File: src/rtl/core/lpvc_ram.sv
`default_nettype none
// ----------------------------------------------------------------------------
// lpvc_ram: generic simple dual-port RAM
// One write port and one read port with registered read data.
// ----------------------------------------------------------------------------
module lpvc_ram #(
    parameter int WIDTH = 4,
    parameter int DEPTH = 64,
    localparam int AW = (DEPTH > 1) ? $clog2(DEPTH) : 1
) (
    input  wire logic             i_clk,
    input  wire logic             i_we,
    input  wire logic [AW-1:0]    i_waddr,
    input  wire logic [WIDTH-1:0] i_wdata,
    input  wire logic [AW-1:0]    i_raddr,
    output logic      [WIDTH-1:0] o_rdata
);

    logic [WIDTH-1:0] r_mem [DEPTH];

    // Write port.
    always_ff @(posedge i_clk) begin
        if (i_we) begin
            r_mem[i_waddr] <= i_wdata;
        end
    end

    // Registered read port.
    always_ff @(posedge i_clk) begin
        o_rdata <= r_mem[i_raddr];
    end

endmodule
`default_nettype wire

File: config.mk
export PLATFORM = sky130hd
export DESIGN_NAME = lpvc_ram
export DESIGN_NICKNAME = d
export VERILOG_FILES = /design/src/rtl/core/lpvc_ram.sv
export SDC_FILE = /design/constraint.sdc
export NUM_CORES = 1
export LEC_CHECK = 0
export ABC_AREA = 1
export BUFFER_PORTS_ARGS = -buffer_cell sky130_fd_sc_hd__clkbuf_2
export CAP_MARGIN = 10
export CORE_MARGIN = 3
export CORE_UTILIZATION = 67
export CTS_BUF_LIST = sky130_fd_sc_hd__clkbuf_16
export CTS_CLUSTER_SIZE = 24
export DETAILED_ROUTE_END_ITERATION = 8
export PLACE_DENSITY = 0.83
export SETUP_SLACK_MARGIN = 0.2
export SYNTH_ARGS = -nofsm -noshare
export SYNTH_HDL_FRONTEND = slang
export SYNTH_SLANG_ARGS = --single-unit
File: constraint.sdc
create_clock -name i_clk -period 3.9 [get_ports i_clk]
set_input_delay 0.39 -clock i_clk [delete_from_list [all_inputs] [get_ports i_clk]]
set_output_delay 0.39 -clock i_clk [all_outputs]
set_load 0.01 [all_outputs]
---- Word-level counts from Yosys, hierarchy flattened ----
Memory sizes are Yosys's and may differ from the RTL's. A register that Yosys moved wholly into a read port is not among the register bits.
Index checks and enable logic that the tools add are counted.
word-level totals
  bits in read-only memories .............. 0
  memory bits (writable) .................. 256
  bits of input ports ..................... 18
  bits in registers ....................... 0
  memories ................................ 1
  latch bits .............................. 0
  output and inout bits ................... 4
operators by class
  magnitude comparators ................... 0
  eq/ne operators ......................... 0
  mux-type cells .......................... 2
  div/mod/pow operators ................... 0
  reductions and logical operators ........ 0
  $mul .................................... 0
  add/sub/neg operators ................... 0
  bitwise logic cells ..................... 0
  shifts and indexed selects .............. 0
memories
  memory  depth  bits a word  read ports  clocked after memory_dff  wr ports  line  text
  r_mem   64     4            1           1                         1         19    logic [WIDTH-1:0] r_mem [DEPTH];
operators with widths
  operator           count
  two-way mux 1 bit  2

---- Logic depth before layout (Yosys ltp) ----
Gate-level depths: netlist of the first run.
  depth after elaboration ................. 2
  gate-level depth with buffers ........... 11
  gate-level depth less buffers ........... 9

---- Worst setup path after synthesis of the first run ----
No wires, ideal clock.
  kind .................................... input port to flip-flop
  start ................................... in i_we
  end ..................................... mem r_mem[48][0] (enable)
  setup slack ............................. 2.137 ns
  cell stages on the path ................. 3
  arrival time ............................ 1.386 ns
  path buffers ............................ 1
  setup time .............................. 0.377 ns
  cell sequence ........................... clkbuf_1 > nand4_1 > nor4_1
on the way
  cells in the longest elaborated chain, start to end .. 2
RTL lines
  element                                  line  text
  start, declared                          12    input wire logic i_we,
  two-way mux 1 bit                        23    if (i_we) begin
  two-way mux 1 bit (implied by the code)  24    r_mem[i_waddr] <= i_wdata;
  end, declared                            19
No other way between the ends.

==> out/metrics.csv, run 1 <==
metric,value,unit
pre-CTS setup slack,1.27,ns
Synth Instances,948,
nets,968,
htree depth,1,
global route hottest layer,met2,
area grow syn2layout,7.32,%
VDD IR max,0.503,mV
Power Internal,0.00447,W
Max Clk Rate,454,MHz
dpl hpwl,14000,um
Worst Tran Pin Value,1.23,ns
Post-CTS Setup Inserts,0,
Ys Warns,0,
met2 Resource Use GR,44.9,%
Skew-Pair Late Insertion Delay,0.52,ns
Clk pwr share,39.8,%
Top Ports,22,
Avg Inst Size Synth,11.5,um2
endpoint type of the worst setup path,flop,
Wirelength per Cell,20.9,um
grt met1 use,39.3,%
Logic pwr share,6.2,%
DRC violations left,0,
MaxCap Viol Count,0,
row cnt,45,
Post-synth EDFFs,256,
"Top FF cell, synth",edfxtp_1,
GRT Resource Usage Total,28.0,%
area of the mapped netlist,10900,um2
CP Capture Point,o_rdata[0],
setup TNS,0,ns
Power Dens Cells,491,nW/um2
Clock Skews,0.0123,ns
layout cells sized above 1,6.83,%
synth top area cells,"edfxtp_1 (71%), nand2_1 (11%), nand3_1 (10%)",
DIE AREA,17800,um2
worst-case reg-to-reg path depth,8,
"setup slack, reg-to-reg",2.61,ns
WS Path Type,input pin to flop,
WL final,24600,um
CTS max path bufs,3,
PortBufs,21,
Commonest cells post-synth,"nand2_1 (324), edfxtp_1 (256), nand3_1 (223)",
Psw,0.00126,W
initial DRC count,1012,
crit path max fanout,54,
Flop pwr share,54.1,%
routability congestion estimate from global placement,0.843,
leakage,4.22,nW
outcome,"complete, no violations",
fillcell total,997,
drt via density,6.27,
Netlist cell types,14,
final setup vio count,0,
Min-Delay Path Class,input pin to flop,
ANT nets after route,0,
#FFs+latches synth,260,
Synth Net Count,966,
largest net degree at the start of global routing,110,
post-layout min period,2.20,ns
met3 GRT Util,5.36,%
Hold WS,0.167,ns
Sw Ratio,22.0,%
core box area,15500,um2
R2R Path End,o_rdata[0],
DR pass1 iterations,5,
Final Hold Fails,0,
clk slew on worst S/H paths,0.06,ns
RSZ-0062 raised after global routing,no,
period utilisation layout,56.5,%
CTS Hold Bufs,0,
Starting Density,70.0,%
Crit. Startpoint,i_raddr[0],
top-count cell post-synth,nand2_1,
initial antenna violation count,0,
Setup WS post-layout,1.70,ns
register area share after synthesis,71.4,%
GR Overflow Total,0,
clk root buf,clkbuf_16,
WP data required,4.31,ns
dominant cell type by area after synthesis,edfxtp_1,
TritonCTS Buffers,25,
Die Y,133,um
CTS tree,done,
fin. max-slew vios,0,
Die Span X,133,um
Synth top area share,70.6,%
reg2reg start,r_mem[7][0],
post-layout util,75.2,%
Async SR Flop Fraction,0,%
first-pass GRT wire length,38300,um
Critical Path AT,2.61,ns
Resize count post-CTS,0,
clk sinks,260,
diode count,0,
relative slew slack,17.9,%
vias in the first global route,7044,
via count,7385,
crit start category,input pin,
==> cells by family after synthesis <==
kind of cell	after synthesis	share of synthesized area (%)
buffers and inverters	68	4.28
DFF	260	71.4
and+or+nand+nor	620	24.3
==> state kept, by name (all words and copies together) (netlist names) <==
signal and flops:
r_mem 256, o_rdata 4
==> how the worst min path moves through the flow <==
| stage | from | endpoint | slack, ns | cells after the start |
|---|---|---|---|---|
| after CTS | i_raddr[5] | o_rdata[1] | 0.16 | 3 |
| after global placement | i_raddr[5] | o_rdata[1] | 0.70 | 3 |
| after global routing | i_raddr[5] | o_rdata[3] | 0.19 | 3 |
| after detailed placement | i_raddr[5] | o_rdata[1] | 0.70 | 3 |
| final | i_raddr[5] | o_rdata[1] | 0.17 | 3 |
| after floorplan | i_wdata[0] | r_mem[0][0] | 0.49 | 0 |
==> worst max-delay path, stage by stage <==
cell,delay [ns]
buf_4,0.21
clkinv_2,0.63
buf_4,0.51
nand2_1,0.10
nand3_1,0.11
nand3_1,0.15
nand2_1,0.08
nand2_1,0.13
nand3_1,0.12
nand3_1,0.08
nand2_1,0.05
==> metal layers <==
layer	wire, um	up-vias
met5	0	-
met2	11900	475
met1	9300	3523
met4	760	0
met3	2640	60
li1	-	3327
==> layout make-up <==
class	instances	area (um2)	share of cell area [%]
Timing Repair Buffer	31	190	1.63
Multi-Input combinational cell	620	2650	22.7
Sequential cell	260	7770	66.5
Tap cell	211	264	2.26
Clock buffer	25	626	5.36
Inverter	12	46.3	0.396
Clock inverter	18	136	1.17
==> power by group through the flow <==
stage	Clock, W	Combinational (W)	Sequential (W)
3_5_place_dp	0	0.000342	0.00316
4_1_cts	0.00228	0.000346	0.00310
3_3_place_gp	0	0.000336	0.00316
2_1_floorplan	0	0.000228	0.00316
6_report	0.00228	0.000353	0.00310
5_1_grt	0.00239	0.000387	0.00310
==> through the flow <==
step	total power, W	std cells	cell area [um2]
final	0.00574	1177	11700
after detailed placement	0.00350	1133	10900
after global routing	0.00588	1177	11700
after floorplan	0.00339	948	10900
after global placement	0.00350	1133	10900
after CTS	0.00573	1176	11700
==> cells in the final DEF (no fill, tap or decap) <==
cell / Yosys / final
buf_8: 0 / 1
clkinv_1: 0 / 4
clkbuf_2: 0 / 20
buf_4: 5 / 10
inv_2: 2 / 1
bufinv_16: 0 / 2
inv_1: 10 / 16
inv_8: 0 / 1
clkinvlp_4: 0 / 1
nand4_1: 9 / 9
nand2_1: 324 / 324
dfxtp_1: 4 / 4
nor4_1: 8 / 8
clkinv_2: 0 / 5
nand3_1: 223 / 223
clkbuf_16: 0 / 25
nor2_1: 56 / 56
edfxtp_1: 256 / 256
Note: power is estimated with default switching activity, not from simulation.
==> run 2, diff against run 1 <==
- CORE_UTILIZATION: 67 -> 62
- PLACE_DENSITY: 0.83 -> 0.78
- clock period: 3.9 -> 2.2 ns (I/O delays scaled with it)
==> run 2 against run 1 <==
- cell count increased by 3.4%
- global-route usage decreased by 2.6 points
- sequential power increased by 77%
- clock power increased by 85%
- highest routed layer unchanged
- clock-buffer cell count unchanged
- critical endpoint is now r_mem[31][0]
==> out/metrics.csv, run 2 (synthesis results as in run 1) <==
metric,value,unit
outcome,"complete, no violations",
R2R Path End,o_rdata[0],
worst-case reg-to-reg path depth,8,
routability congestion estimate from global placement,0.857,
period utilisation layout,63.0,%
DIE AREA,19200,um2
endpoint type of the worst setup path,flop,
reg2reg start,r_mem[50][0],
VDD IR max,0.775,mV
dpl hpwl,15100,um
post-layout min period,1.39,ns
final setup vio count,0,
nets,997,
Wirelength per Cell,20.3,um
PortBufs,21,
clk slew on worst S/H paths,0.06,ns
leakage,4.42,nW
hold path endpoint,o_rdata[2],
Hold Crit Start,i_raddr[5],
WS Path Type,input pin to flop,
MaxCap Viol Count,0,
crit start category,input pin,
core box area,16900,um2
WHS Path Cells,3,
most frequent cells in the layout,"nand2_1 (324), edfxtp_1 (256), nand3_1 (223)",
Largest register FFs,256,
Resize count post-CTS,0,
diode count,0,
first-pass GRT wire length,38300,um
GR Overflow Total,0,
TritonCTS Buffers,25,
"Most flops, register",r_mem,
Final Hold Fails,0,
fin. max-slew vios,0,
clk sinks,260,
via count,7382,
Critical Path AT,1.62,ns
area grow syn2layout,10.7,%
Power Dens Cells,860,nW/um2
clk root buf,clkbuf_16,
initial antenna violation count,0,
CTS Hold Bufs,0,
crit path max-delay cell type,nand4_1,
setup TNS,0,ns
RSZ-0062 raised after global routing,no,
DRC violations left,0,
Skew-Pair Late Insertion Delay,0.52,ns
worst-path cell chain,clkbuf_2 > nand4_1 > buf_4 > nor2_1 > buf_4,
CTS tree,done,
Top Ports,22,
Hold WS,0.0502,ns
CTS max path bufs,3,
"commonest non-fill, non-tap cell in the layout",nand2_1,
DR pass1 iterations,5,
largest net degree at the start of global routing,129,
Crit. Startpoint,i_waddr[1],
Post-CTS Setup Inserts,0,
biggest regs,"r_mem: 256 flops, o_rdata: 4 flops",
Die Span X,138,um
Clock Skews,0.0115,ns
htree depth,1,
Die Y,138,um
CP peak stage delay,0.55,ns
WL final,24800,um
Min-Delay Path Class,input pin to flop,
GRT Resource Usage Total,25.4,%
row cnt,47,
"setup slack, reg-to-reg",0.97,ns
drt via density,6.07,
ANT nets after route,0,
crit path max fanout,9,
Max Clk Rate,722,MHz
layout cells sized above 1,9.43,%
Worst Tran Pin Value,0.638,ns
relative slew slack,57.4,%
Starting Density,64.5,%
WP data required,2.43,ns
cell mode on critical path,buf_4,
initial DRC count,933,
vias in the first global route,7130,
[run 2: report_power, final]
part | leakage, nW | internal, W | switching [W]
clock network | 0.412 | 0.00252 | 0.00169
registers | 2.34 | 0.00548 | 0.0000141
logic | 1.67 | 0.000183 | 0.000476
total | 4.42 | 0.00818 | 0.00218
[run 2: final cells by class]
class                           instances  area [um2]
Sequential cell                       260        7770
Fill cell                            1106        4830
Multi-Input combinational cell        620        2650
Clock buffer                           25         626
Timing Repair Buffer                   60         500
Tap cell                              220         275
Clock inverter                         20         186
Inverter                               12        46.3
[run 2: per-layer routing]
layer	up-vias	wire length [um]	global-route usage, %	share of wire, %
met3	74	2760	5.73	11
li1	3397	-	-	-
met1	3496	9450	34.2	38
met2	415	11600	40.9	47
met5	-	0	0	0
met4	0	915	10.2	3.7
[run 2: worst max-delay path: cells and delay by family]
kind	cells	cell delay [ns]
buffers and inverters	3	0.74
and+or+nand+nor	2	0.66
[run 2: metrics by stage]
step	cell area [um2]	total power (W)	std cells	utilization (%)	setup WS (ns)
4_1_cts	12100	0.0104	1217	71.4	0.895
3_5_place_dp	11200	0.00625	1172	66.6	0.380
6_report	12100	0.0104	1217	71.4	0.814
3_3_place_gp	11200	0.00624	1172	66.6	0.396
5_1_grt	12100	0.0107	1217	71.4	0.757
2_1_floorplan	10900	0.00601	948	-	0.607
[run 2: worst max path at each step]
| stage | end | cells past startpoint |
|---|---|---|
| 6_report | r_mem[31][0] | 5 |
| 5_1_grt | r_mem[10][0] | 5 |
| 4_1_cts | r_mem[31][3] | 5 |
| 3_5_place_dp | r_mem[31][1] | 5 |
| 3_3_place_gp | r_mem[31][3] | 5 |
| 2_1_floorplan | r_mem[48][0] | 3 |
==> run 3, diff against run 2 <==
- CORE_UTILIZATION: 62 -> 56
- PLACE_DENSITY: 0.78 -> 0.74
- clock period: 2.2 -> 1.2 ns (I/O delays scaled with it)
==> run 3 against run 2 <==
- the run now ends with hold timing left
- via count about the same
- register-to-register slack got worse by 0.95 ns
- sequential cell count unchanged
- setup slack got worse by 0.80 ns
- core utilization decreased by 3.3 points
- die area increased by 10%
- highest routed layer unchanged
- first-iteration DRC count decreased by 16%
- critical path depth increased by 3
- worst hold slack got worse by 0.11 ns
- clock skew decreased by 0.0060 ns
==> out/metrics.csv, run 3 (synthesis results as in run 1) <==
metric,value,unit
Skew-Pair Late Insertion Delay,0.52,ns
WL final,25200,um
largest net degree at the start of global routing,65,
GRT Resource Usage Total,23.9,%
CTS tree,done,
worst-path cell chain,nand2_1 > nand3_2 > nand3_2 > nand2_1 > nand2_1 > nand3_1 > nand3_1 > nand2_1,
htree depth,1,
pre-CTS setup slack,-0.233,ns
Pwr Total,0.0192,W
outcome,"complete, but fails checks",
clk slew on worst S/H paths,0.06,ns
nets,1022,
DIE AREA,21100,um2
clk root buf,clkbuf_16,
TritonCTS Buffers,26,
Clock Skews,0.00549,ns
biggest regs,"r_mem: 256 flops, o_rdata: 4 flops",
"commonest non-fill, non-tap cell in the layout",nand2_1,
most frequent cells in the layout,"nand2_1 (316), edfxtp_1 (256), nand3_1 (198)",
Final Hold Fails,4,
drt via density,5.75,
crit path max-delay cell type,edfxtp_1,
via count,7378,
CP peak stage delay,0.35,ns
ANT nets after route,0,
Wirelength per Cell,19.6,um
Starting Density,57.6,%
fillcell total,1369,
Worst Tran Pin Value,0.524,ns
Hold WS,-0.0605,ns
Non-Filler Instances,1284,
core box area,18900,um2
initial antenna violation count,0,
GR Overflow Total,0,
Largest register FFs,256,
relative slew slack,65.1,%
Placed Cells,1235,
Die Y,145,um
layout cells sized above 1,21.4,%
"delay-heaviest family, CP",simple AND/OR/NAND/NOR gates,
crit path buf inv count,0,
clk sinks,260,
leakage,4.66,nW
Max Clk Rate,845,MHz
WS Path Type,flop to flop,
failing checks,hold timing,
vias in the first global route,7335,
CTS max path bufs,3,
first-pass GRT wire length,39900,um
endpoint type of the worst setup path,flop,
crit start category,flop,
row cnt,50,
DRC violations left,0,
PortBufs,21,
VDD IR max,1.28,mV
area grow syn2layout,18.2,%
"setup slack, reg-to-reg",0.02,ns
RSZ-0062 raised after global routing,yes,
Critical Path AT,1.60,ns
Min-Delay Path Class,input pin to flop,
Die Span X,145,um
"Most flops, register",r_mem,
Setup WS post-layout,0.0164,ns
post-layout min period,1.18,ns
cell mode on critical path,nand2_1,
crit path max fanout,1,
diode count,0,
Power Dens Cells,1490,nW/um2
final setup vio count,0,
period utilisation layout,98.6,%
MaxCap Viol Count,0,
WP data required,1.62,ns
Top Ports,22,
DR pass1 iterations,5,
dpl hpwl,15300,um
routability congestion estimate from global placement,0.867,
initial DRC count,783,
fin. max-slew vios,0,
## run 3: final cells by class
type,instances,area (um2),share of cell area (%)
Tap cell,260,325,2.53
Timing Repair Buffer,84,896,6.97
Multi-Input combinational cell,620,2990,23.3
Inverter,12,65.1,0.506
Clock inverter,21,133,1.03
Clock buffer,27,676,5.25
Sequential cell,260,7770,60.4
## run 3: worst min-delay path, stage by stage
cell	delay, ns
clkbuf_2	0.09
inv_1	0.08
nand3_1	0.09
nand2_1	0.05
## run 3: metrics by stage
| step | setup TNS (ns) | util, % | area [um2] |
|---|---|---|---|
| 5_1_grt | -0.127 | 68.1 | 12900 |
| 6_report | 0 | 68.1 | 12900 |
| 2_1_floorplan | -19.09 | - | 11200 |
| 3_5_place_dp | -15.01 | 62.9 | 11900 |
| 4_1_cts | 0 | 67.5 | 12700 |
| 3_3_place_gp | -11.42 | 62.9 | 11900 |
## run 3: final timing paths
check | startpoint | endpoint | depth (start not counted)
hold / removal | i_raddr[5] | o_rdata[2] | 4
setup reg to reg | r_mem[17][1] | o_rdata[1] | 8
setup / recovery | r_mem[17][1] | o_rdata[1] | 8
hold reg to reg | r_mem[36][3] | o_rdata[3] | 8
## run 3: what timing repair did
action,4_1_cts,5_1_grt
pin swaps,7,3
endpoints found under the setup margin,8,8
setup buffers,0,0
hold endpoints to repair,4,4
gates resized for setup,14,27
cloned,0,0
## run 3: metal layers
metal | routed length (um) | up-vias | GRT usage, %
li1 | - | 3441 | -
met1 | 9950 | 3510 | 32.2
met2 | 12400 | 362 | 40.3
met3 | 2040 | 65 | 3.58
met4 | 850 | 0 | 8.21
met5 | 0 | - | 0
## run 3: power breakdown
group | leakage, nW | internal, W | switching, W
clock network | 0.423 | 0.00445 | 0.00317
logic | 1.90 | 0.000502 | 0.000965
registers | 2.34 | 0.0101 | 0.0000301
total | 4.66 | 0.0150 | 0.00416
