## config.mk

```make
export PLATFORM = sky130hd
export DESIGN_NAME = lpvc_scan_unit
export DESIGN_NICKNAME = d
export VERILOG_FILES = /design/src/rtl/core/lpvc_pkg.sv /design/src/rtl/core/lpvc_scan_unit.sv
export SDC_FILE = /design/constraint.sdc
export NUM_CORES = 1
export LEC_CHECK = 0
export BUFFER_PORTS_ARGS = -buffer_cell sky130_fd_sc_hd__buf_2
export CORE_AREA = 2 2 39 41
export DETAILED_ROUTE_END_ITERATION = 10
export DIE_AREA = 0 0 41 43
export GPL_TIMING_DRIVEN = 0
export PLACE_DENSITY_LB_ADDON = 0.15
export SLEW_MARGIN = 25
export SYNTH_ARGS = -nofsm -noshare
export SYNTH_HDL_FRONTEND = slang
export SYNTH_SLANG_ARGS = --single-unit
export TNS_END_PERCENT = 30
```

## constraint.sdc

```tcl
create_clock -name vclk -period 1.6
set_input_delay 0.08 -clock vclk [all_inputs]
set_output_delay 0.08 -clock vclk [all_outputs]
set_load 0.02 [all_outputs]
```

## src/rtl/core/lpvc_pkg.sv

```systemverilog
`default_nettype none
// ----------------------------------------------------------------------------
// lpvc_pkg: shared types and constants of the LIFO victim and clean scan block
// Transaction payloads, action codes, sequencer states and flag encodings.
// ----------------------------------------------------------------------------
package lpvc_pkg;

    // Default geometry of the cache.
    localparam int DEF_WAYS = 16;
    localparam int DEF_SETS = 64;

    // Number of codes of the set_number field; each maps onto a set.
    localparam int SET_CODES = 64;

    // Block flag encodings: bit0 valid, bit1 dirty, bit2 other io, bit3 disk write.
    localparam logic [3:0] FLAG_VALID      = 4'b0001;
    localparam logic [3:0] FLAG_DISK_WRITE = 4'b1000;
    // Flag bits 3..1 of a block that the clean scan may mark.
    localparam logic [2:0] CLEAN_ELIGIBLE  = 3'b001;

    typedef enum logic [1:0] {
        ACT_WRITE = 2'd0,
        ACT_FIND  = 2'd1,
        ACT_CLEAN = 2'd2,
        ACT_NOP   = 2'd3
    } t_action;

    typedef enum logic [2:0] {
        ST_CLEAR,
        ST_IDLE,
        ST_PTR,
        ST_SCAN,
        ST_RESP
    } t_state;

    typedef struct packed {
        t_action     action;
        logic [5:0]  set_number;
        logic [3:0]  way;
        logic [3:0]  new_state;
        logic [4:0]  clean_limit;
    } t_in_item;

    typedef struct packed {
        logic        found;
        logic [3:0]  victim_way;
        logic [4:0]  writes_started;
    } t_out_item;

    // Status of one scan step.
    typedef struct packed {
        logic hit;
        logic mark;
        logic stop;
    } t_scan_sts;

endpackage
`default_nettype wire

```

## src/rtl/core/lpvc_scan_unit.sv

```systemverilog
`default_nettype none
// ----------------------------------------------------------------------------
// lpvc_scan_unit: shared step unit of the set scan
// Compares one block's flags, steps the way index downward with wraparound
// and advances the scan and write counts.
// ----------------------------------------------------------------------------
module lpvc_scan_unit #(
    parameter int WAYS = lpvc_pkg::DEF_WAYS,
    localparam int WW = $clog2(WAYS)
) (
    input  wire lpvc_pkg::t_action   i_action,
    input  wire logic [3:0]          i_flags,
    input  wire logic [WW-1:0]       i_idx,
    input  wire logic [WW-1:0]       i_scanned,
    input  wire logic [4:0]          i_writes,
    input  wire logic [4:0]          i_limit,
    output logic      [WW-1:0]       o_idx_below,
    output logic      [WW-1:0]       o_scanned_nx,
    output logic      [4:0]          o_writes_nx,
    output logic      [3:0]          o_flags_mark,
    output lpvc_pkg::t_scan_sts      o_sts
);

    logic is_find;
    logic is_clean;
    logic last;

    assign is_find  = (i_action == lpvc_pkg::ACT_FIND);
    assign is_clean = (i_action == lpvc_pkg::ACT_CLEAN);

    // Next way below the current one, wrapping to the top way.
    assign o_idx_below = (i_idx == '0) ? WW'(WAYS - 1) : i_idx - 1'b1;

    // Flag compare for both scan kinds.
    assign o_sts.hit  = is_find && (i_flags == lpvc_pkg::FLAG_VALID);
    assign o_sts.mark = is_clean && (i_flags[3:1] == lpvc_pkg::CLEAN_ELIGIBLE);

    assign o_flags_mark = i_flags | lpvc_pkg::FLAG_DISK_WRITE;
    assign o_writes_nx  = i_writes + 5'(o_sts.mark);
    assign o_scanned_nx = i_scanned + 1'b1;

    // The step on the last way of the set always ends the scan.
    assign last = (32'(i_scanned) == WAYS - 1);

    // A find stops on a hit, a clean stops when the limit is reached; either stops on the last way.
    assign o_sts.stop = is_find ? (o_sts.hit || last)
                                : (last || (o_writes_nx == i_limit));

endmodule
`default_nettype wire

```

# ---- Yosys cells after proc, flatten, opt, wreduce, memory -nomap -nowiden
# Cells that the tools add are included.
dict set report totals {
  wordCells 16
  inputBits 24
  output_inout_bits 20
  regBits 0
}
dict set report op_classes {
  muxes 2
  n_eq_ne 6
  reduce_logical 5
  n_addsub 3
}
# operator count
set ops {}
lappend ops {{adder 5 x 1 -> 5 bit} 1}
lappend ops {{equality test 5 bit} 1}
lappend ops {{adder 4 x 1 -> 4 bit, second input constant} 1}
lappend ops {{equality test 4 x 1 -> 1 bit, second input constant} 1}
lappend ops {{equality test 4 bit, second input constant} 1}
lappend ops {{logical NOT 4 bit} 1}
lappend ops {{2-to-1 mux 4 bit} 1}
lappend ops {{subtractor 4 x 1 -> 4 bit, second input constant} 1}
lappend ops {{equality test 3 x 1 -> 1 bit, second input constant} 1}
lappend ops {{equality test 2 x 1 -> 1 bit, second input constant} 1}
lappend ops {{equality test 2 bit, second input constant} 1}
lappend ops {{logical AND 1 bit} 2}
lappend ops {{logical OR 1 bit} 2}
lappend ops {{2-to-1 mux 1 bit} 1}

# ---- Depth between registers and ports, before layout
# Gate-level depths: netlist of the first run.
dict set report depth {
  word_depth 6
  depth_mapped 7
  mapped_depth_nobuf 7
}

# ---- Least setup slack after synthesis of the first run
# No wires, ideal clock.
dict set report synth_path {
  kind {input to output}
  startpoint {input port i_flags[2]}
  endpoint {output port o_sts[0] (netlist bit)}
  n_path_buf 0
  arrival_time_ns 2.415
  setup_slack_ns -0.895
  cell_stages 7
  required_ns 1.520
  path_cell_list {or2_2 nor3_1 ha_1 ha_1 xnor2_1 nand4_1 o31ai_1}
}
# element line_no
set synth_rtl {}
lappend synth_rtl {{start, declared} lpvc_scan_unit.sv:12} ;# input wire logic [3:0] i_flags,
lappend synth_rtl {{end, declared} lpvc_scan_unit.sv:21} ;# output lpvc_pkg::t_scan_sts o_sts

==> results of run 1 <==
[worst min path at each step]
stage,end,slack (ns),depth (start not counted)
floorplan,o_sts[1],0.20,1
global placement,o_scanned_nx[0],0.43,3
detailed placement,o_scanned_nx[0],0.44,3
CTS,o_scanned_nx[0],0.44,3
global route,o_flags_mark[2],0.46,3
finish,o_scanned_nx[0],0.44,3
[final cells by class]
type / count / area [um^2] / share of cell area, %
multi-input cells: 39 / 369 / 54.0
repair buffers: 45 / 249 / 36.4
plain buffers: 4 / 30.0 / 4.40
well taps: 16 / 20.0 / 2.93
inverters: 4 / 15.0 / 2.20
[logic make-up after synthesis]
kind of cell | Yosys count | share of synthesized area, %
xor+xnor | 12 | 33.8
simple gates | 14 | 21.4
buf+inv | 8 | 12.8
compound gates | 7 | 13.2
fa+ha+maj | 5 | 17.8
other cells | 1 | 1.07
[layer usage]
layer	track usage, %	part of all wire [%]	vias up
met5	0	0	-
met4	0	0	0
met2	19.7	51	22
met3	0	11	0
li1	-	-	246
met1	12.8	38	200
[power by group through the flow]
stage / logic, W / clock network [W] / registers (W)
detailed placement: 0.000187 / 0 / 0
finish: 0.000200 / 0 / 0
global placement: 0.000185 / 0 / 0
global route: 0.000220 / 0 / 0
floorplan: 0.000117 / 0 / 0
CTS: 0.000200 / 0 / 0
[what timing repair did]
| item | CTS | global route |
|---|---|---|
| gates resized for setup | 5 | 2 |
| endpoints found under the setup margin | 1 | 1 |
| pin swaps | 7 | 3 |
| buffers inserted | 2 | 0 |
[tightest hold or removal path, cell delays in order]
cell   delay [ns]
buf_2        0.10
inv_1        0.03
buf_2        0.14
[cells in the final DEF, fill, tap and decap left out]
cell type,instances
ha_2,1
nand4_1,1
o31ai_4,1
xnor2_1,5
a21oi_1,2
o21ai_0,1
xnor2_2,2
nand3_2,1
nand2_1,1
buf_2,40
ha_1,3
nor3_4,1
conb_1,1
nand2b_1,3
nor2_1,1
or2_4,1
inv_1,4
buf_6,3
o31a_1,1
o31ai_1,2
and2_1,1
nand3_1,3
ha_4,1
buf_4,6
nor3_1,1
xnor3_1,1
xor2_1,4
[through the flow]
step	power, W	instances
after CTS	0.000200	108
final	0.000200	108
after global placement	0.000185	106
after floorplan	0.000117	47
after global routing	0.000220	108
after detailed placement	0.000187	106
==> impl_metrics.env, run 1 <==
export IMPL_cp_endpoint="o_sts[0]"
export IMPL_syn_mean_instance_area_um2=7.48
export IMPL_num_vias=468
export IMPL_area_growth_pct=94.3
export IMPL_fill_cells=153
export IMPL_setup_viol=1
export IMPL_slew_viol_final=0
export IMPL_synth_top_area_share_pct=17.8
export IMPL_synth_common_cells="xnor2_1 (7), ha_1 (5)"
export IMPL_die_y_um=43
export IMPL_grt_antenna_before_repair=0
export IMPL_cp_slowest_cell="or2_4"
export IMPL_yosysWarnings=0
export IMPL_n_antenna_cell=0
export IMPL_powerDensity_mw_per_mm2=293
export IMPL_hpwl_um=828
export IMPL_crit_family="simple AND/OR/NAND/NOR gates"
export IMPL_fin_util_pct=49.4
export IMPL_ys_types=19
export IMPL_p_sw_share_pct=52.7
export IMPL_drive_gt1_share_pct=62.0
export IMPL_critical_path_required_ns=1.52
export IMPL_core_mm2=0.00138
export IMPL_yosysMostFrequentCell="xnor2_1"
export IMPL_viasPerCell=4.33
export IMPL_fin_crit_ns=1.68
export IMPL_clkbuf_count=0
export IMPL_synth_top_cell_by_area="ha_1"
export IMPL_place_area_um2=629
export IMPL_cp_start_kind="input pin"
export IMPL_crit_top_cell="buf_6"
export IMPL_grt_first_pass_wirelength_um=1370
export IMPL_fmax_mhz=596
export IMPL_ff_latch_area_um2=0
export IMPL_power_leakage_nw=0.373
export IMPL_hold_path_class="in2out"
export IMPL_port_buffers=43
export IMPL_seq_cell_count=0
export IMPL_cts_hold_buf=0
export IMPL_setup_slack_ns=-0.0767
export IMPL_pwr_share_clk_pct=0
export IMPL_seqPwrFrac_pct=0
export IMPL_rsz0062_at_grt="true"
export IMPL_grt_max_degree=6
export IMPL_drt_iter0_drc=0
export IMPL_nets=123
export IMPL_setup_tns_final_ns=-0.0767
export IMPL_ios=44
export IMPL_switchingPower_w=0.000105
export IMPL_netlist_area_um2=352
export IMPL_grt_usage_pct=10.3
export IMPL_synth_area_leaders="ha_1 (18%), xnor2_1 (17%), xor2_1 (10%), buf_4 (8.5%), o31ai_1 (6.4%)"
export IMPL_comb_power_share_pct=100.0
export IMPL_crit_fanout=2
export IMPL_drcViolationCount=0
export IMPL_max_stage_delay_ns=0.25
export IMPL_design_area_um2=683
export IMPL_num_rows=14
export IMPL_cp_arrival_ns=1.60
export IMPL_timing_final_crit_share_pct=105
export IMPL_finalHoldViolations=0
export IMPL_end_kind="output port"
export IMPL_yosysSeqAreaShare_pct=0
export IMPL_post_drt_wl_per_cell_um=8.49
export IMPL_dr_pass1_iters=1
export IMPL_grt_pass1_vias=375
export IMPL_maxCapViolCount=0
export IMPL_dieArea_mm2=0.00176
export IMPL_start_util_pct=25.4
export IMPL_critical_path_buf_inv_count=2
export IMPL_path_cells="buf_6, or2_4, nor3_4, ha_2, ha_4, xnor2_2, nand4_1, o31ai_4, buf_6"
export IMPL_p_int_w=0.0000946
export IMPL_max_vdd_ir_drop_v=0.000116
export IMPL_hold_worst_slack_ns=0.436
export IMPL_syn_nets=76
export IMPL_die_w_um=41
export IMPL_crit_start="i_flags[3]"
export IMPL_wl_um=917
export IMPL_crit_cells=9
export IMPL_critPathKind="in2out"
export IMPL_place_ws_ns=-0.279
export IMPL_status="complete, but fails checks"
export IMPL_violations="setup timing"
export IMPL_place_gp_congestion=0.607
export IMPL_overflow=0
export IMPL_syn_inst=47
export IMPL_postRouteAntennaNets=0
export IMPL_min_delay_start="i_scanned[0]"
Note: power is estimated with default switching activity, not from simulation.
==> run 2, diff against run 1 <==
--- a/config.mk
+++ b/config.mk
@@ -10,7 +10,7 @@
 export DETAILED_ROUTE_END_ITERATION = 10
 export DIE_AREA = 0 0 41 43
 export GPL_TIMING_DRIVEN = 0
-export PLACE_DENSITY_LB_ADDON = 0.15
+export PLACE_DENSITY_LB_ADDON = 0.05
 export SLEW_MARGIN = 25
 export SYNTH_ARGS = -nofsm -noshare
 export SYNTH_HDL_FRONTEND = slang
==> impl_metrics.env, run 2 (synthesis results as in run 1) <==
export IMPL_status="complete, but fails checks"
export IMPL_violations="setup timing"
export IMPL_drcViolationCount=0
export IMPL_num_rows=14
export IMPL_slew_viol_final=0
export IMPL_wl_um=913
export IMPL_cts_hold_buf=0
export IMPL_port_buffers=43
export IMPL_core_mm2=0.00138
export IMPL_die_w_um=41
export IMPL_critPathKind="in2out"
export IMPL_die_y_um=43
export IMPL_viasPerCell=4.41
export IMPL_cp_arrival_ns=1.60
export IMPL_drt_iter0_drc=2
export IMPL_overflow=0
export IMPL_start_util_pct=25.4
export IMPL_fill_cells=148
export IMPL_rsz0062_at_grt="true"
export IMPL_end_kind="output port"
export IMPL_grt_usage_pct=10.3
export IMPL_drive_gt1_share_pct=62.0
export IMPL_hold_path_class="in2out"
export IMPL_num_vias=476
export IMPL_ff_latch_area_um2=0
export IMPL_post_drt_wl_per_cell_um=8.45
export IMPL_hpwl_um=852
export IMPL_final_common_cell="buf_2"
export IMPL_fin_crit_ns=1.68
export IMPL_timing_final_crit_share_pct=105
export IMPL_powerDensity_mw_per_mm2=291
export IMPL_area_growth_pct=97.2
export IMPL_path_cells="buf_6, or2_4, nor3_4, ha_4, ha_4, nand3_2, xnor2_2, o31ai_4, buf_6"
export IMPL_cp_start_kind="input pin"
export IMPL_grt_first_pass_wirelength_um=1390
export IMPL_power_total_w=0.000202
export IMPL_finalHoldViolations=0
export IMPL_place_ws_ns=-0.267
export IMPL_fmax_mhz=594
export IMPL_max_vdd_ir_drop_v=0.000109
export IMPL_place_gp_congestion=0.687
export IMPL_maxCapViolCount=0
export IMPL_max_stage_delay_ns=0.25
export IMPL_grt_antenna_before_repair=0
export IMPL_final_cell_mix="buf_2 (40), buf_4 (6), xnor2_1 (5)"
export IMPL_grt_max_degree=6
export IMPL_ios=44
export IMPL_crit_fanout=3
export IMPL_power_leakage_nw=0.374
export IMPL_dieArea_mm2=0.00176
export IMPL_dr_pass1_iters=2
export IMPL_cp_slowest_cell="or2_4"
export IMPL_clkbuf_count=0
export IMPL_n_antenna_cell=0
export IMPL_grt_pass1_vias=403
export IMPL_seq_cell_count=0
export IMPL_multi_input_area_um2=379
export IMPL_setup_viol=1
export IMPL_postRouteAntennaNets=0
export IMPL_setup_slack_ns=-0.0824
export IMPL_nets=123
export IMPL_critical_path_required_ns=1.52
[run 2: worst max-delay path: cells and delay by family]
family	cells	cell delay, ns
simple gates	3	0.56
fa+ha+maj	2	0.31
buf+inv	2	0.24
compound gates	1	0.23
xor+xnor	1	0.17
[run 2: path summary, 6_finish.rpt]
check	cells after the start	slack [ns]	start	to
worst min-delay path	3	0.44	i_scanned[0]	o_scanned_nx[0]
worst max-delay path	9	-0.08	i_flags[3]	o_sts[0]
[run 2: cell type report]
cell class                      count  share of cell area [%]
Timing Repair Buffer               45                    35.9
Multi-Input combinational cell     39                    54.7
Tap cell                           16                    2.89
Buffer                              4                    4.33
Inverter                            4                    2.17
[run 2: per-stage QoR]
stage,cell area (um^2),TNS [ns],std cells,utilization (%),hold slack (ns)
finish,693,-0.0824,108,50.1,0.437
global route,693,-0.181,108,50.1,0.467
CTS,693,-0.160,108,50.1,0.440
detailed placement,629,-0.267,106,45.5,0.439
global placement,629,-0.257,106,45.5,0.437
floorplan,394,-0.217,47,-,0.199
[run 2: power by group]
part,switching (W),total (W),internal (W)
logic,0.000106,0.000202,0.0000954
clock network,0,0,0
registers,0,0,0
[run 2: routing by layer]
layer  track usage, %  up-vias  wire length [um]
met5                0        -                 0
met4                0        0                 0
met3                0        0                95
met2             22.5       22               501
met1             9.94      208               315
li1                 -      246                 -
[run 2: timing repair]
action                                  CTS  global route
setup buffers                             2             0
endpoints found under the setup margin    1             1
pin swaps                                 7             2
resized for setup                         8             0
==> run 3, diff against run 2 <==
--- a/config.mk
+++ b/config.mk
@@ -10,7 +10,8 @@
 export DETAILED_ROUTE_END_ITERATION = 10
 export DIE_AREA = 0 0 41 43
 export GPL_TIMING_DRIVEN = 0
-export PLACE_DENSITY_LB_ADDON = 0.05
+export PLACE_DENSITY = 0.64
+export SETUP_SLACK_MARGIN = 0.2
 export SLEW_MARGIN = 25
 export SYNTH_ARGS = -nofsm -noshare
 export SYNTH_HDL_FRONTEND = slang
==> impl_metrics.env, run 3 (synthesis results as in run 1) <==
export IMPL_status="complete, but fails checks"
export IMPL_violations="setup timing"
export IMPL_path_cells="buf_6, or2_4, nor3_4, ha_2, ha_4, buf_6, nand3_4, xnor2_2, o31ai_4, buf_6"
export IMPL_final_cell_mix="buf_2 (37), buf_4 (8), xnor2_1 (5), buf_6 (5)"
export IMPL_grt_pass1_vias=377
export IMPL_power_total_w=0.000202
export IMPL_num_vias=469
export IMPL_grt_antenna_before_repair=0
export IMPL_dr_pass1_iters=1
export IMPL_dieArea_mm2=0.00176
export IMPL_area_growth_pct=103
export IMPL_fin_util_pct=51.5
export IMPL_grt_usage_pct=10.5
export IMPL_min_delay_start="i_scanned[0]"
export IMPL_final_common_cell="buf_2"
export IMPL_grt_max_degree=6
export IMPL_powerDensity_mw_per_mm2=283
export IMPL_hpwl_um=896
export IMPL_port_buffers=43
export IMPL_cp_slowest_cell="or2_4"
export IMPL_place_gp_congestion=0.627
export IMPL_ios=44
export IMPL_rsz0062_at_grt="true"
export IMPL_die_y_um=43
export IMPL_finalHoldViolations=0
export IMPL_slew_viol_final=0
export IMPL_drcViolationCount=0
export IMPL_nets=124
export IMPL_max_stage_delay_ns=0.25
export IMPL_core_mm2=0.00138
export IMPL_drive_gt1_share_pct=62.4
export IMPL_max_vdd_ir_drop_v=0.000104
export IMPL_overflow=0
export IMPL_cts_hold_buf=0
export IMPL_seq_cell_count=0
export IMPL_drt_iter0_drc=0
export IMPL_fmax_mhz=583
export IMPL_start_util_pct=25.4
export IMPL_clkbuf_count=0
export IMPL_crit_top_cell="buf_6"
export IMPL_grt_first_pass_wirelength_um=1390
export IMPL_fin_crit_ns=1.72
export IMPL_num_rows=14
export IMPL_setup_slack_ns=-0.116
export IMPL_cp_arrival_ns=1.64
export IMPL_layout_cells_non_filler=109
export IMPL_hold_depth=3
export IMPL_critPathKind="in2out"
export IMPL_maxCapViolCount=0
export IMPL_dp_cells=106
export IMPL_timing_final_crit_share_pct=107
export IMPL_critical_path_required_ns=1.52
export IMPL_cp_start_kind="input pin"
export IMPL_power_leakage_nw=0.378
export IMPL_setup_viol=1
export IMPL_n_antenna_cell=0
export IMPL_hold_path_class="in2out"
export IMPL_postRouteAntennaNets=0
export IMPL_ff_latch_area_um2=0
export IMPL_end_kind="output port"
export IMPL_post_drt_wl_per_cell_um=8.64
export IMPL_hold_end="o_scanned_nx[0]"
export IMPL_wl_um=942
export IMPL_crit_fanout=3
export IMPL_viasPerCell=4.30
export IMPL_die_w_um=41
## run 3: cell type report
class                           count  area [um^2]
Inverter                            4         15.0
Multi-Input combinational cell     39          377
Buffer                              4         30.0
Timing Repair Buffer               46          272
Fill cell                         144          671
Tap cell                           16         20.0
## run 3: layer usage
layer | vias up | routed length (um) | global-route usage (%)
met5 | - | 0 | 0
li1 | 251 | - | -
met4 | 0 | 0 | 0
met2 | 23 | 489 | 20.0
met3 | 0 | 93 | 0
met1 | 195 | 359 | 13.2
## run 3: repair_timing
action,in CTS,in global routing
resized for setup,11,2
setup endpoints to repair,4,4
setup buffers,3,0
pin swaps,7,3
## run 3: worst max-delay path: cells and delay by family
family / cells / cell delay (ns)
AOI/OAI and AO/OA: 1 / 0.23
xor gates and xnor gates: 1 / 0.16
adders and majority gates: 2 / 0.37
buffers and inverters: 3 / 0.34
and+or+nand+nor: 3 / 0.45
## run 3: power by group
group | internal (W) | total, W | switching [W]
Combinational | 0.0000960 | 0.000202 | 0.000106
Clock | 0 | 0 | 0
Sequential | 0 | 0 | 0
Total | 0.0000960 | 0.000202 | 0.000106
## run 3: through the flow
| stage | hold WS [ns] | setup WS [ns] | cell area (um^2) | setup TNS [ns] |
|---|---|---|---|---|
| 2_1_floorplan | 0.199 | -0.166 | 394 | -0.217 |
| 3_3_place_gp | 0.435 | -0.264 | 629 | -0.264 |
| 3_5_place_dp | 0.441 | -0.265 | 629 | -0.265 |
| 4_1_cts | 0.441 | -0.153 | 708 | -0.153 |
| 5_1_grt | 0.464 | -0.211 | 713 | -0.211 |
| 6_report | 0.439 | -0.116 | 713 | -0.116 |
## run 3: how the worst max path moves through the flow
stage,startpoint,end,depth (start not counted)
floorplan,i_flags[2],o_sts[0],7
global placement,i_flags[2],o_sts[0],9
detailed placement,i_flags[2],o_sts[0],9
CTS,i_flags[3],o_sts[0],9
global route,i_flags[3],o_sts[0],10
finish,i_flags[3],o_sts[0],10
